$ cat config.mk
export PLATFORM = sky130hd
export DESIGN_NAME = qet_mul
export DESIGN_NICKNAME = d
export VERILOG_FILES = /design/src/rtl/qet_pkg.sv /design/src/rtl/qet_mul.sv
export SDC_FILE = /design/constraint.sdc
export NUM_CORES = 2
export LEC_CHECK = 0
export BUFFER_PORTS_ARGS = -buffer_cell sky130_fd_sc_hd__buf_4
export CAP_MARGIN = 20
export CORE_ASPECT_RATIO = 0.9
export CORE_MARGIN = 8
export CORE_UTILIZATION = 30
export CTS_CLUSTER_SIZE = 30
export DETAILED_ROUTE_END_ITERATION = 12
export PLACE_DENSITY = 0.43
export SETUP_SLACK_MARGIN = 0.1
export SLEW_MARGIN = 15
export SYNTH_ARGS = -nofsm -noshare
export SYNTH_HDL_FRONTEND = slang
export SYNTH_SLANG_ARGS = --single-unit
$ cat constraint.sdc
create_clock -name clk -period 21.9 [get_ports clk]
set_clock_uncertainty 0.2 [all_clocks]
set_input_delay 4.38 -clock clk [delete_from_list [all_inputs] [get_ports clk]]
set_output_delay 4.38 -clock clk [all_outputs]
set_load 0.01 [all_outputs]
$ cat src/rtl/qet_pkg.sv
// shared types, constants and codes for the quadric error table
package qet_pkg;

	localparam int VERTICES    = 1024;
	localparam int VW          = 10;
	localparam int NCOEF       = 10;
	localparam int STORE_DEPTH = VERTICES * NCOEF;
	localparam int SAW         = $clog2(STORE_DEPTH);
	localparam int CW          = 64;
	localparam int ACCW        = 128;
	localparam int PW          = 50;
	localparam int MAW         = 33;
	localparam int MBW         = 26;
	localparam int MPW         = MAW + MBW;

	typedef logic signed [MAW-1:0] mul_a_t;
	typedef logic signed [MBW-1:0] mul_b_t;
	typedef logic signed [MPW-1:0] mul_p_t;

	typedef enum logic [1:0] {
		OP_ADD  = 2'd0,
		OP_EVAL = 2'd1,
		OP_CLR  = 2'd2,
		OP_NONE = 2'd3
	} op_t;

	typedef enum logic [10:0] {
		S_INIT = 11'b000_0000_0001,
		S_IDLE = 11'b000_0000_0010,
		S_ADD  = 11'b000_0000_0100,
		S_ADDW = 11'b000_0000_1000,
		S_FLAG = 11'b000_0001_0000,
		S_CLR  = 11'b000_0010_0000,
		S_PROD = 11'b000_0100_0000,
		S_RD   = 11'b000_1000_0000,
		S_MUL  = 11'b001_0000_0000,
		S_FIN  = 11'b010_0000_0000,
		S_OUT  = 11'b100_0000_0000
	} state_t;

endpackage

$ cat src/rtl/qet_mul.sv
// shared signed multiplier with registered product
module qet_mul (
	input  logic           clk,
	input  qet_pkg::mul_a_t a,
	input  qet_pkg::mul_b_t b,
	output qet_pkg::mul_p_t prod
);
	import qet_pkg::*;

	// one product per cycle, operands widened to the full product width
	always_ff @(posedge clk) begin
		prod <= mul_p_t'(a) * mul_p_t'(b);
	end
endmodule

==> impl_metrics.ini <==
[global_route]
first_pass_grt_wire_length_um = 148000
number_of_global_route_vias_before_repair = 24500
met2_usage_pct = 31.7
grt_busiest_layer = met2
grt.total_usage_pct = 17.0
grt_antenna_before_repair = 5
global_route.usage.met1_pct = 21.0
overflow = 0
grtUsageMet3_pct = 1.59
largest_net_degree_at_the_start_of_global_routing = 34

[drt]
drtIter0Drc = 868
route.final.wire_length_um = 94700
drtPass1Iterations = 5
drt-vias-per-instance = 4.59
detail_route.drc_violations = 0
detail-route-antenna-nets = 0
detail_route.wl_per_cell_um = 20.1
route.vias.total = 21600

[die]
ios = 119
fp.dieH_um = 322
floorplan.rows = 112
die_width_um = 356
core_region_area_um2 = 103000
floorplan.initialDensity_pct = 30.2
full_die_area_um2 = 115000

[worst_setup_path]
end_kind = flip-flop
worst-path-buf-inv = 5
timing.critical_path.cells = buf_4 -> and2_1 -> fa_1 -> fa_1 -> fa_1 -> inv_1 -> fa_1 -> inv_1 -> fa_1 -> inv_1 -> fa_1 -> inv_1 -> ha_1 -> nand3_1 -> nor4_1 -> nand4_1 -> a211oi_1 -> o21ai_1 -> o311ai_0
cp_data_required_time_ps = 21930
crit_path_max_incr_delay_ps = 1060
category_of_the_critical_setup_timing_path = in -> reg
critPathSlowestCell = sky130_fd_sc_hd__fa_1
critical-path-top-cell-by-count = sky130_fd_sc_hd__fa_1
crit_path_max_fanout = 33
worst_path_dominant_cell_family = adder cells
arrival_ps = 11560
start_kind = primary input

[yosys]
post_synth_xor_xnor_area_pct = 1.77
post_syn_nets = 4458
synth_cells = 3360
dominant_combinational_cell_family_by_area_after_synthesis = adder cells
cell_variety_after_synth = 66
synth-main-ff-cell = sky130_fd_sc_hd__dfxtp_1
synth.area.mux_share_pct = 0.0320
post_synth_and_or_nand_nor_area_fraction_pct = 15.7
ys_warn_count = 0
synth_compound_area_share_pct = 3.78
synth_async_sr_flop_share_pct = 0
synth.largest_area_cell = sky130_fd_sc_hd__fa_1
synthesis.area_per_instance_um2 = 9.30
number_of_synthesized_flops_with_an_enable_pin = 0
yosysSeqAreaShare_pct = 3.78
fraction_of_synthesized_cell_area_taken_by_the_top_area_cell_type_pct = 56.3
post_synth_most_frequent_cells = 878 x sky130_fd_sc_hd__fa_1, 862 x sky130_fd_sc_hd__inv_1, 512 x sky130_fd_sc_hd__nand2_1
synth_area_um2 = 31200
post_synth_fa_ha_maj_area_fraction_pct = 62.7
synth_area_leaders = sky130_fd_sc_hd__fa_1 56%, sky130_fd_sc_hd__inv_1 10%, sky130_fd_sc_hd__and2_1 7.1%
synth.most_common_cell = sky130_fd_sc_hd__fa_1
postSynthRegisterBits = 59

[clocking]
post-cts-setup-buffers = 0
cts_max_level = 3
clock-sinks = 59
inserted_clock_buffers = 9
clockRootBuffer = sky130_fd_sc_hd__clkbuf_16
clock_path_buffers = 2
holdBufCountCts = 0
tritoncts = built
clk_transition_reported_paths_ps = 60
cts_resized = 0

[sta]
finalHoldViolCount = 0
fin_tns_setup_ps = 0
tightestPinTransition_ps = 1010
unrepaired_setup_endpoints_after_global_routing = no
final.min_clock_period_ps = 11530
final.period_utilization_pct = 52.6
slew_headroom_pct = 32.6
final.setup.worst_slack_ps = 10370
timing_max_transition_violations_final = 0
final-setup-viol-count = 0
max_clock_freq_mhz = 86.8

[worst_hold_path]
worst_hold_check_path_type = in -> reg

[cells_and_area]
largest_register_ffs = 59
syn2layout_area_growth_pct = 7.52
finalNetCount = 4435
layoutNonFillerInstCount = 4713
top_regs = prod: 59 flops
finish.utilization_pct = 32.5
drive_above_1_share_pct = 4.52
biggest_register = prod

[placement]
dp_hpwl_um = 76300
pre_cts_ws_ps = 9900
dp.cells = 4693
port_buffers = 118
gp_congestion = 0.813

[flow_run]
maxCapViolCount = 0

[status]
run_status = finished clean
## logic make-up after synthesis
| group | count (synthesis) |
|---|---|
| AOI/OAI and AO/OA | 174 |
| xor gates and xnor gates | 63 |
| adders and majority gates | 1038 |
| buffers and inverters | 1018 |
| DFF | 59 |
| muxes | 1 |
| and+or+nand+nor | 1007 |
## cells in the final DEF, fill, tap and decap left out, types with 10 or more instances in the layout
cell type,netlist,layout
sky130_fd_sc_hd__nand3_1,13,13
sky130_fd_sc_hd__nor2_1,51,51
sky130_fd_sc_hd__fa_1,878,878
sky130_fd_sc_hd__and3_1,10,10
sky130_fd_sc_hd__xnor2_1,44,44
sky130_fd_sc_hd__a21oi_1,49,49
sky130_fd_sc_hd__nor3_1,14,14
sky130_fd_sc_hd__and2_1,356,356
sky130_fd_sc_hd__nand2_1,512,512
sky130_fd_sc_hd__buf_4,0,120
sky130_fd_sc_hd__inv_1,862,862
sky130_fd_sc_hd__dfxtp_1,59,59
sky130_fd_sc_hd__o21ai_0,27,27
sky130_fd_sc_hd__ha_1,160,160
sky130_fd_sc_hd__nand4_1,12,12
sky130_fd_sc_hd__nand2b_1,15,15
sky130_fd_sc_hd__a21o_1,26,26
sky130_fd_sc_hd__xor2_1,19,19
## layer usage
metal  routed length (µm)  vias up
li1                     -     9542
met3                 2760      100
met1                38600    11600
met2                50800      363
met5                    0        -
met4                 2520        0
## final timing paths
kind / endpoint / slack (ps) / start / depth (start not counted)
setup / recovery: prod[57] / 10370 / b[3] / 19
hold / removal: prod[0] / 4290 / b[0] / 2
## stage by stage
step                      area (µm²)  hold slack (ps)
after floorplan                31200             4300
after global placement         33200             4570
after detailed placement       33200             4570
after CTS                      33500             4280
after global routing           33600             4310
final                          33600             4290
## cell type report
class | count | area (µm²)
diodes | 3 | 7.51
clock buffers | 9 | 225
clock inverters | 7 | 77.6
fillers | 11000 | 69800
inverters | 863 | 3240
multi-input cells | 2283 | 26200
flip-flops and latches | 59 | 1180
well taps | 1368 | 1710
repair buffers | 121 | 928
Power is left out: the tool's default activity adds up to more than one toggle a clock period on the data nets, which glitch-free logic cannot reach.
